### src/rtl/core/free_list_block_allocator_assert.svh
// Assertion macros for the free-list block allocator.
// Each macro expects clk and rst_n in the scope where it is used.
`ifndef FREE_LIST_BLOCK_ALLOCATOR_ASSERT_SVH
`define FREE_LIST_BLOCK_ALLOCATOR_ASSERT_SVH

// Same-cycle implication, disabled while reset is asserted
`define FLBA_ASSERT_IMP(label, ante, cons, msg) \
    label: assert property (@(posedge clk) disable iff (!rst_n) (ante) |-> (cons)) \
        else $error(msg);

// Next-cycle implication, disabled while reset is asserted
`define FLBA_ASSERT_NXT(label, ante, cons, msg) \
    label: assert property (@(posedge clk) disable iff (!rst_n) (ante) |=> (cons)) \
        else $error(msg);

`endif

### src/rtl/core/flba_pkg.sv
// Package for the free-list block allocator: pool sizing, field widths,
// operation codes and register indexes. No dependencies.
`default_nettype none

package flba_pkg;

    // Pool sizing; the null link is the value one past the last block
    localparam int POOL_DEPTH = 256;
    localparam int IDX_W      = $clog2(POOL_DEPTH);
    localparam int LINK_W     = IDX_W + 1;
    localparam logic [LINK_W-1:0] LINK_NULL = LINK_W'(POOL_DEPTH);

    // Field widths
    localparam int FUNC_W = 2;
    localparam int BB_W   = 16;
    localparam int OFF_W  = 24;
    localparam int CNT_W  = LINK_W;
    localparam int CFG_W  = BB_W;
    localparam int CIDX_W = 2;

    // Smallest usable block: one link word
    localparam logic [BB_W-1:0] MIN_BLOCK_BYTES = BB_W'(8);

    // Operation codes
    localparam logic [FUNC_W-1:0] FUNC_ALLOC = 2'd0;
    localparam logic [FUNC_W-1:0] FUNC_FREE  = 2'd1;
    localparam logic [FUNC_W-1:0] FUNC_RESET = 2'd2;
    localparam logic [FUNC_W-1:0] FUNC_NOP   = 2'd3;

    // Register indexes
    localparam logic [CIDX_W-1:0] REG_BLOCK_BYTES   = 2'd0;
    localparam logic [CIDX_W-1:0] REG_BLOCKS_IN_USE = 2'd1;

endpackage

`default_nettype wire

### src/rtl/core/free_list_block_allocator.sv
// When a beat is accepted the link memory is read at the head of the free list; the
// operation then commits (head, used count, link write for a free) and the result is
// loaded into the output register. If the output register is still held by a stalled
// result, the commit waits. No new beat is taken until the accepted one has committed.
// A pool reset clears a valid bit per link entry at once, and an entry that is not valid
// reads as the fresh chain value, so there is no clearing pass. blocks_in_use takes effect
// only at a pool reset operation or at block reset; block_bytes applies to the next result.
// Depends on flba_pkg and free_list_block_allocator_assert.svh.
`default_nettype none

`include "free_list_block_allocator_assert.svh"

module free_list_block_allocator
    import flba_pkg::*;
(
    input  wire logic               clk,
    input  wire logic               rst_n,
    // configuration write port
    input  wire logic               cfg_we,
    input  wire logic [CIDX_W-1:0]  cfg_index,
    input  wire logic [CFG_W-1:0]   cfg_data,
    // request channel
    input  wire logic               in_valid,
    output logic                    in_stall,
    input  wire logic [FUNC_W-1:0]  func,
    input  wire logic [IDX_W-1:0]   free_index,
    // result channel
    output logic                    out_valid,
    input  wire logic               out_stall,
    output logic [IDX_W-1:0]        block_index,
    output logic [OFF_W-1:0]        byte_offset,
    output logic                    ok,
    output logic [CNT_W-1:0]        used_count,
    output logic [CNT_W-1:0]        available_count,
    output logic                    pool_full
);

    // Configuration registers
    logic [BB_W-1:0]        block_bytes_reg;
    logic [CNT_W-1:0]       blocks_in_use_reg;

    // Pool control state
    logic [LINK_W-1:0]      head_reg, head_next;
    logic [CNT_W-1:0]       used_reg, used_next;
    logic [CNT_W-1:0]       cap_reg, cap_next;
    logic                   exec_reg;
    logic [FUNC_W-1:0]      op_func_reg;
    logic [IDX_W-1:0]       op_fidx_reg;

    // Link memory, its read data and the per-entry valid bits
    logic [LINK_W-1:0]      link_mem [POOL_DEPTH];
    logic [LINK_W-1:0]      link_rd_reg;
    logic [POOL_DEPTH-1:0]  link_vld_reg;
    logic                   rd_vld_reg;

    // Output register
    logic                   out_valid_reg, out_valid_next;
    logic [IDX_W-1:0]       block_index_reg;
    logic [OFF_W-1:0]       byte_offset_reg;
    logic                   ok_reg;
    logic [CNT_W-1:0]       used_count_reg;
    logic [CNT_W-1:0]       available_count_reg;
    logic                   pool_full_reg;

    // Commit-cycle signals
    logic                   in_accept;
    logic                   commit;
    logic [CNT_W-1:0]       eff_cap;
    logic [BB_W-1:0]        bsize;
    logic [LINK_W:0]        head_plus1;
    logic [LINK_W-1:0]      chain_link;
    logic [LINK_W-1:0]      next_link;
    logic                   alloc_ok;
    logic                   free_ok;
    logic                   res_ok;
    logic [IDX_W-1:0]       res_idx;
    logic [OFF_W-1:0]       res_off;

    assign in_accept = in_valid && !in_stall;
    assign in_stall  = exec_reg;
    assign commit    = exec_reg && (!out_valid_reg || !out_stall);

    // Clamp the chained block count to 1..POOL_DEPTH
    always_comb
    begin
        eff_cap = blocks_in_use_reg;
        if (blocks_in_use_reg == '0)
            eff_cap = CNT_W'(1);
        else if (blocks_in_use_reg > CNT_W'(POOL_DEPTH))
            eff_cap = CNT_W'(POOL_DEPTH);
    end

    // Clamp block size to at least one link word
    assign bsize = (block_bytes_reg < MIN_BLOCK_BYTES) ? MIN_BLOCK_BYTES : block_bytes_reg;

    // Link of the head: stored value if written since pool reset, else the fresh chain
    assign head_plus1 = {1'b0, head_reg} + (LINK_W+1)'(1);
    assign chain_link = (head_plus1 < {1'b0, cap_reg}) ? head_plus1[LINK_W-1:0] : LINK_NULL;
    assign next_link  = rd_vld_reg ? link_rd_reg : chain_link;

    // Operation checks
    assign alloc_ok = (op_func_reg == FUNC_ALLOC) && !head_reg[LINK_W-1]
                      && (head_reg < cap_reg) && (used_reg < cap_reg);
    assign free_ok  = (op_func_reg == FUNC_FREE) && (used_reg != '0)
                      && ({1'b0, op_fidx_reg} < cap_reg);

    // Next pool state and result
    always_comb
    begin
        head_next = head_reg;
        used_next = used_reg;
        cap_next  = cap_reg;
        res_ok    = 1'b0;
        res_idx   = '0;
        if (commit)
        begin
            unique case (op_func_reg)
                FUNC_ALLOC:
                begin
                    if (alloc_ok)
                    begin
                        head_next = next_link;
                        used_next = used_reg + CNT_W'(1);
                        res_ok    = 1'b1;
                        res_idx   = head_reg[IDX_W-1:0];
                    end
                end
                FUNC_FREE:
                begin
                    if (free_ok)
                    begin
                        head_next = {1'b0, op_fidx_reg};
                        used_next = used_reg - CNT_W'(1);
                        res_ok    = 1'b1;
                        res_idx   = op_fidx_reg;
                    end
                end
                FUNC_RESET:
                begin
                    head_next = '0;
                    used_next = '0;
                    cap_next  = eff_cap;
                    res_ok    = 1'b1;
                end
                FUNC_NOP:
                begin
                    res_ok = 1'b0;
                end
                default:
                begin
                    res_ok = 1'b0;
                end
            endcase
        end
    end

    assign res_off = OFF_W'(res_idx) * OFF_W'(bsize);

    // Configuration writes; indexes beyond the list are dropped
    always_ff @(posedge clk or negedge rst_n)
    begin
        if (!rst_n)
        begin
            block_bytes_reg   <= MIN_BLOCK_BYTES;
            blocks_in_use_reg <= CNT_W'(POOL_DEPTH);
        end
        else if (cfg_we)
        begin
            if (cfg_index == REG_BLOCK_BYTES)
                block_bytes_reg <= cfg_data;
            else if (cfg_index == REG_BLOCKS_IN_USE)
                blocks_in_use_reg <= cfg_data[CNT_W-1:0];
        end
    end

    // Advance control state
    always_ff @(posedge clk or negedge rst_n)
    begin
        if (!rst_n)
        begin
            head_reg      <= '0;
            used_reg      <= '0;
            cap_reg       <= CNT_W'(POOL_DEPTH);
            exec_reg      <= 1'b0;
            out_valid_reg <= 1'b0;
        end
        else
        begin
            head_reg      <= head_next;
            used_reg      <= used_next;
            cap_reg       <= cap_next;
            out_valid_reg <= out_valid_next;
            if (in_accept)
                exec_reg <= 1'b1;
            else if (commit)
                exec_reg <= 1'b0;
        end
    end

    always_comb
    begin
        out_valid_next = out_valid_reg;
        if (commit)
            out_valid_next = 1'b1;
        else if (!out_stall)
            out_valid_next = 1'b0;
    end

    // Capture the accepted beat
    always_ff @(posedge clk)
    begin
        if (in_accept)
        begin
            op_func_reg <= func;
            op_fidx_reg <= free_index;
        end
    end

    // Link valid bits: clear on pool reset, set on every link write
    always_ff @(posedge clk or negedge rst_n)
    begin
        if (!rst_n)
            link_vld_reg <= '0;
        else if (commit && op_func_reg == FUNC_RESET)
            link_vld_reg <= '0;
        else if (commit && free_ok)
            link_vld_reg[op_fidx_reg] <= 1'b1;
    end

    // Link memory: read the head on accept, write the old head on a free commit
    always_ff @(posedge clk)
    begin
        if (in_accept)
        begin
            link_rd_reg <= link_mem[head_reg[IDX_W-1:0]];
            rd_vld_reg  <= link_vld_reg[head_reg[IDX_W-1:0]];
        end
        if (commit && free_ok)
            link_mem[op_fidx_reg] <= head_reg;
    end

    // Load the result register
    always_ff @(posedge clk)
    begin
        if (commit)
        begin
            block_index_reg     <= res_idx;
            byte_offset_reg     <= res_off;
            ok_reg              <= res_ok;
            used_count_reg      <= used_next;
            available_count_reg <= cap_next - used_next;
            pool_full_reg       <= (used_next == cap_next);
        end
    end

    assign out_valid       = out_valid_reg;
    assign block_index     = block_index_reg;
    assign byte_offset     = byte_offset_reg;
    assign ok              = ok_reg;
    assign used_count      = used_count_reg;
    assign available_count = available_count_reg;
    assign pool_full       = pool_full_reg;

    // Checks
    `FLBA_ASSERT_IMP(a_used_le_cap, 1'b1, used_reg <= cap_reg,
        "used count exceeds active capacity")
    `FLBA_ASSERT_NXT(a_accept_exec, in_accept, exec_reg,
        "accepted beat did not enter the commit cycle")
    `FLBA_ASSERT_NXT(a_commit_out, commit, out_valid_reg && !exec_reg,
        "commit did not load the result register")
    `FLBA_ASSERT_IMP(a_cap_range, 1'b1, cap_reg != '0 && cap_reg <= CNT_W'(POOL_DEPTH),
        "active capacity out of range")

endmodule

`default_nettype wire

### config.mk
export PLATFORM = sky130hd
export DESIGN_NAME = free_list_block_allocator
export DESIGN_NICKNAME = d
export VERILOG_FILES = /design/src/rtl/core/flba_pkg.sv /design/src/rtl/core/free_list_block_allocator.sv
export VERILOG_INCLUDE_DIRS = /design/src /design/src/rtl/core
export SDC_FILE = /design/constraint.sdc
export NUM_CORES = 2
export LEC_CHECK = 0
export ABC_CLOCK_PERIOD_IN_PS = 20900
export BUFFER_PORTS_ARGS = -buffer_cell sky130_fd_sc_hd__buf_2
export CAP_MARGIN = 20
export CELL_PAD_IN_SITES_DETAIL_PLACEMENT = 0
export CELL_PAD_IN_SITES_GLOBAL_PLACEMENT = 1
export CORE_UTILIZATION = 50
export DETAILED_ROUTE_END_ITERATION = 16
export PLACE_DENSITY_LB_ADDON = 0.1
export SYNTH_ARGS = -nofsm -noshare
export SYNTH_HDL_FRONTEND = slang
export SYNTH_SLANG_ARGS = --single-unit
export TNS_END_PERCENT = 1
### constraint.sdc
create_clock -name clk -period 20.9 [get_ports clk]
set_clock_uncertainty 0.15 [all_clocks]
set_input_delay 5.225 -clock clk [delete_from_list [all_inputs] [get_ports clk]]
set_output_delay 5.225 -clock clk [all_outputs]
set_load 0.005 [all_outputs]
; Yosys cells after proc, flatten, opt, wreduce, memory -nomap -nowiden
; Memory sizes are Yosys's and may differ from the RTL's. A register that Yosys moved wholly into a read port is not among the register bits.
; Cells that the tools add are included.
[totals]
register_bits = 373
ram_bits = 2304
input_bits = 33
out_inout_bits = 54
wordCells = 100
mem_count = 1
[mem_list]
columns = memory, depth, word_bits, read_ports, rd_ports_with_merged_regs, write_ports, line
row1 = link_mem, 256, 9, 1, 1, 1, free_list_block_allocator.sv:51  ; logic [LINK_W-1:0] link_mem [POOL_DEPTH];
[classes]
n_mul = 1
add_sub_neg = 4
order_cmp = 9
eq_ne = 8
muxes = 33
n_bitwise = 2
n_reduce_logical = 25
[ops]
columns = operator, n
row1 = 256-bit 2-to-1 mux, 2
row2 = 256-bit OR, 1
row3 = 9-bit 2-to-1 mux, 11
row4 = 9-bit case mux with 3 select lines, 2
row5 = 8-bit by 16-bit multiplier with 24-bit output, 1
row6 = 8-bit 2-to-1 mux, 3
row7 = 8-bit by 9-bit < comparator with 1-bit output (second input constant), 2
row8 = 9-bit < comparator, 2
row9 = 16-bit by 4-bit < comparator with 1-bit output (second input constant), 1
row10 = 16-bit 2-to-1 mux, 1
row11 = 8-bit case mux with 2 select lines, 1
row12 = 9-bit by 1-bit adder with 10-bit output (second input constant), 1
row13 = 1-bit logical AND, 10
row14 = 10-bit by 9-bit < comparator with 1-bit output, 1
row15 = 1-bit 2-to-1 mux, 10
row16 = 9-bit by 1-bit adder with 9-bit output (second input constant), 1
row17 = 9-bit == test, 1
row18 = 9-bit > comparator (second input constant), 1
row19 = 9-bit zero test, 1
row20 = 8-bit by 9-bit < comparator with 1-bit output, 1
row21 = 9-bit nonzero test, 1
row22 = 9-bit by 1-bit subtractor with 9-bit output (second input constant), 1
row23 = 9-bit subtractor, 1
row24 = 1-bit binary-select mux with 8-bit select, 1
row25 = other kinds (16), 24

; Depth between registers and ports, before layout
[logic_depth]
word_depth = 8
ltp_mapped = 30
depth_no_buf = 27

; Least setup slack after synthesis
; OpenSTA, ideal clock, no wires.
[synth_path]
kind = input port to flip-flop
start = input out_stall
end = register byte_offset_reg[22] (netlist: byte_offset[22]) (data pin)
arrival_time_ns = 11.808
required_ns = 20.488
path_buffers = 2
slack_ns = 8.679
stages = 24
setup_time_ns = 0.262
cell_sequence = nand2_1 nand2_1 inv_1 o21ai_1 clkbuf_1 nor2_1 buf_2 nand3_1 fa_1 fa_1 inv_1 fa_1 inv_1 fa_1 inv_1 ha_1 a21oi_1 o211ai_1 a41oi_1 a21oi_1 and4_1 a2111oi_0 a21oi_1 xor2_1
[synth_via]
elab_chain_len = 5
[synth_lines]
columns = item, line
row1 = from (decl), free_list_block_allocator.sv:29  ; input wire logic out_stall,
row2 = 1-bit zero test, -
row3 = 1-bit logical OR, free_list_block_allocator.sv:81  ; assign commit = exec_reg && (!out_valid_reg || !out_stall);
row4 = 1-bit logical AND, free_list_block_allocator.sv:81
row5 = via commit, free_list_block_allocator.sv:67  ; logic commit;
row6 = 8-bit 2-to-1 mux, free_list_block_allocator.sv:115  ; if (commit)
row7 = via res_idx[5], free_list_block_allocator.sv:76  ; logic [IDX_W-1:0] res_idx;
row8 = 8-bit by 16-bit multiplier with 24-bit output, free_list_block_allocator.sv:157  ; assign res_off = OFF_W'(res_idx) * OFF_W'(bsize);
row9 = via res_off[22], free_list_block_allocator.sv:77  ; logic [OFF_W-1:0] res_off;
row10 = to (signal assigned), free_list_block_allocator.sv:248  ; byte_offset_reg <= res_off;
row11 = to (decl), free_list_block_allocator.sv:59  ; logic [OFF_W-1:0] byte_offset_reg;
; The timed path passes the listed nets, and every way through them passes these cells.
; A chain may end at the register's enable or synchronous reset.

; Final worst setup path
[layout_path]
start = input out_stall
end = register byte_offset_reg[22] (netlist: byte_offset[22]) (data pin)
[layout_via]
elab_chain_len = 5
[layout_lines]
columns = item, line
row1 = 1-bit zero test, -
row2 = 1-bit logical OR, free_list_block_allocator.sv:81
row3 = 1-bit logical AND, free_list_block_allocator.sv:81
row4 = via commit, free_list_block_allocator.sv:67
row5 = 8-bit 2-to-1 mux, free_list_block_allocator.sv:115
row6 = 8-bit by 16-bit multiplier with 24-bit output, free_list_block_allocator.sv:157
row7 = via res_off[22], free_list_block_allocator.sv:77
; The timed path passes the listed nets, and every way through them passes these cells.

==> metrics.json <==
{
  "yosys": {
    "post_synth_mux_area_share": 0.159,
    "post_synth_main_area_contributors": "edfxtp_1 (64%), mux4_2 (14%), dfrtp_1 (6.9%)",
    "synth-adder-area-share": 0.0258,
    "synthesis.yosys.warnings": 0,
    "postSynthNetCount": 5904,
    "synth_seq_area_share": 0.714,
    "synthDistinctLibCells": 77,
    "syn-instance-count": 5694,
    "synth_top_flop_cell": "edfxtp_1",
    "yosysMostFrequentCell": "edfxtp_1",
    "asyncSetResetFlopFracSynth": 0.115,
    "synth_top_area_cell": "edfxtp_1",
    "mappedNetlistArea_mm2": 0.111,
    "synth_compound_gate_area_share": 0.0445,
    "synth.avg_cell_area_um2": 19.4,
    "synthSimpleGateAreaFrac": 0.0325,
    "synth.cells.most_frequent": "edfxtp_1 (2,376), mux4_2 (697), nor2_1 (355)",
    "synth_top_area_share": 0.644,
    "synth.ff_latch_count": 2686,
    "synth_enable_flop_cells": 2376,
    "yosys.area_share.xor_xnor": 0.00273,
    "dominant_combinational_cell_family_by_area_after_synthesis": "multiplexers"
  },
  "sta": {
    "final.period_utilization": 0.545,
    "max_freq_mhz": 87.9,
    "slew_viol_final": 0,
    "report.final.hold_viol_count": 0,
    "worst_setup_slack_after_layout_ns": 9.52,
    "number_of_setup_violations_in_the_final_report": 0,
    "final_layout_setup_total_negative_slack_ns": 0,
    "relSlewSlack": 0.240,
    "final_period_minus_worst_setup_slack_ns": 11.38,
    "rsz0062_at_grt": "false",
    "worst-slew-pin-transition_ns": 1.14
  },
  "clock_tree": {
    "skew_pair_late_insertion_delay_ns": 0.95,
    "cts_tree": "yes",
    "ctsHtreeMaxLevel": 5,
    "cts-root-buf": "clkbuf_16",
    "cts.repair_timing.setup_buffer_count": 0,
    "clkSlewWorstSetupHoldPaths_ns": 0.06,
    "cts_buffers": 299,
    "hold_buffers": 0,
    "cts.sink_count": 2686,
    "clock_tree_buf_depth": 4,
    "post_cts_resize_count": 0
  },
  "drt": {
    "detail_route.vias_per_cell": 6.22,
    "routed-via-count": 56312,
    "detail_route.first_pass.iterations": 5,
    "drt-initial-drc-count": 5805,
    "antenna_violating_nets_post_route": 0,
    "drc_violations": 0,
    "post_drt_wl_per_cell_um": 31.2,
    "wirelength_mm": 282
  },
  "grt": {
    "first_pass_grt_wire_length_mm": 408,
    "grt_util_all_layers": 0.255,
    "initial_antenna_violation_count": 12,
    "largest_net_degree_at_the_start_of_global_routing": 150,
    "grt.overflow.total": 0,
    "number_of_global_route_vias_before_repair": 56399
  },
  "critical_path": {
    "nature_of_the_critical_path_startpoint": "primary input",
    "worst-endpoint-required_ns": 21.40,
    "max_stage_delay_ns": 0.80,
    "crit_top_cell": "fa_1",
    "critPathMaxFanout": 26,
    "worst_path_max_delay_cell": "nor2_1",
    "timing.critical_path.buf_inv": 6,
    "path_delay_family": "adder cells",
    "crit_path_end_kind": "flop",
    "worst-endpoint-arrival_ns": 11.88,
    "worstSetupPathType": "primary input to flop",
    "worstPathCellList": "buf_2, nand2_1, nand2_1, inv_2, o21ai_2, buf_4, nor2_1, nand2_1, fa_1, fa_1, inv_1, fa_1, inv_1, fa_1, inv_1, ha_1, a21oi_1, o211ai_1, a41oi_1, a21oi_1, and4_1, a2111oi_0, a21oi_1, xor2_1"
  },
  "placement": {
    "detailedPlace.worstSlack_ns": 8.54,
    "placed_cells": 8516,
    "detailedPlacementHpwl_mm": 167,
    "gpl.final_weighted_congestion": 0.820,
    "dpl-instance-area_mm2": 0.114,
    "port_buffers": 86
  },
  "die": {
    "rows": 172,
    "start_util": 0.503,
    "die_width_um": 473,
    "dieHeight_um": 473,
    "top_level_ports": 87,
    "core_box_area_mm2": 0.220,
    "floorplan_die_area_mm2": 0.223
  },
  "layout": {
    "final_area_mm2": 0.124,
    "layout-area-overhead-vs-synth_pct": 11.7,
    "fin_nets": 6086,
    "share_of_layout_cells_above_drive_strength_1": 0.238,
    "fillers": 16658,
    "final_cell_count_no_fill": 9048,
    "largest_register_ffs": 2304
  },
  "run": {
    "cap_viol_max_count": 0
  },
  "power": {
    "ir_drop_mv": 0.100,
    "pwr_density_cell_mw_per_mm2": 134,
    "p_leak_uw": 0.0417
  },
  "run_status": {
    "run_status": "finished clean"
  },
  "hold_path": {
    "min-delay-path-class": "flop to flop"
  }
}
[metal layers]
metal | track usage | vias up | routed length [um]
li1 | - | 23545 | -
met3 | 0.0398 | 460 | 18300
met5 | 0 | - | 0
met4 | 0.0732 | 0 | 8140
met1 | 0.377 | 30286 | 122000
met2 | 0.394 | 2021 | 134000
[metrics by stage]
step                total power [uW]  utilization  hold slack, ns
detailed placement             11800        0.520           0.335
CTS                            16700        0.561           0.353
global placement               11700        0.520           0.332
floorplan                      10100            -           0.318
global route                   17200        0.562           0.359
finish                         16600        0.562           0.349
[area by class of cell]
type | instances | area (um^2) | share of cell area
clock inverter | 131 | 978 | 0.00791
inverter | 147 | 552 | 0.00446
timing repair buffer | 235 | 1780 | 0.0144
clock buffer | 382 | 8080 | 0.0653
tap | 2958 | 3700 | 0.0299
antenna | 2 | 5.00 | 0.0000405
multi-input combinational | 2507 | 29400 | 0.238
sequential | 2686 | 79100 | 0.640
[cells by family (layout without fill, tap and decap cells)]
| group | Yosys count | count (layout) |
|---|---|---|
| buffers and inverters | 501 | 895 |
| flip-flops | 2686 | 2686 |
| other | 0 | 2 |
| XOR/XNOR | 33 | 33 |
| AO/OA/AOI/OAI | 650 | 650 |
| adder cells (fa/ha/maj) | 177 | 177 |
| multiplexers | 882 | 882 |
| AND/OR/NAND/NOR | 765 | 765 |
[final timing paths]
check                                                   from  cells after the start                       endpoint  slack [ns]
worst max-delay path                               out_stall                     24      byte_offset[22]$_DFFE_PP_        9.52
worst min-delay path            link_vld_reg[84]$_DFFE_PN0P_                      1   link_vld_reg[84]$_DFFE_PN0P_        0.35
worst max register to register      op_func_reg[1]$_DFFE_PP_                     24      byte_offset[22]$_DFFE_PP_       11.57
worst min register to register  link_vld_reg[84]$_DFFE_PN0P_                      1   link_vld_reg[84]$_DFFE_PN0P_        0.35
max in group asynchronous                              rst_n                      2  link_vld_reg[184]$_DFFE_PN0P_       14.93
min in group asynchronous                              rst_n                      1          used_reg[3]$_DFF_PN0_        4.21
[cell usage in the layout (no fill, tap or decap), types with 12 or more instances in the layout]
cell       synthesis  routed
o21ai_0           64      64
bufinv_16          0      13
and2_1            83      83
mux2i_1          147     147
a21oi_1           84      84
a221oi_1          20      20
mux2_2            38      38
o221ai_1          12      12
nand2_1          104      94
nor2_1           355     332
nor2b_1           36      32
clkbuf_1         171      66
buf_4             41     121
ha_1              92      92
inv_1            146     145
clkbuf_16          0     309
fa_1              85      85
buf_2            102      85
mux4_2           697     697
nand4_1           12      12
nand3_1           44      38
edfxtp_1        2376    2376
clkinv_2           0      50
nor3_1            46      46
a221o_1           12      12
o211ai_1          13      13
a22oi_1           52      52
clkinv_1           0      55
nor2_2             6      29
a22o_1           269     269
a211oi_1          29      29
nand2b_1          20      20
dfrtp_1          307     298
xnor2_1           22      22
o22ai_1           31      31
[worst register-to-register path, stage by stage, from the launching register on]
cell and delay, ns:
edfxtp_1 0.48, inv_1 0.12, ha_1 0.64, inv_1 0.33, a31oi_2 0.40, and2_0 0.74
a22oi_1 0.40, nor2_1 0.88, nand2_1 0.19, fa_1 0.52, fa_1 0.55, inv_1 0.05
fa_1 0.47, inv_1 0.05, fa_1 0.48, inv_1 0.04, ha_1 0.34, a21oi_1 0.16
o211ai_1 0.17, a41oi_1 0.47, a21oi_1 0.19, and4_1 0.24, a2111oi_0 0.69, a21oi_1 0.17
xor2_1 0.18
[power by group]
part           switching (uW)  total, uW  internal (uW)
Combinational            3050       4820           1770
Sequential                210       6830           6620
Clock                    2070       4950           2880
Total                    5330      16600          11300
(Power assumes the default switching activity.)
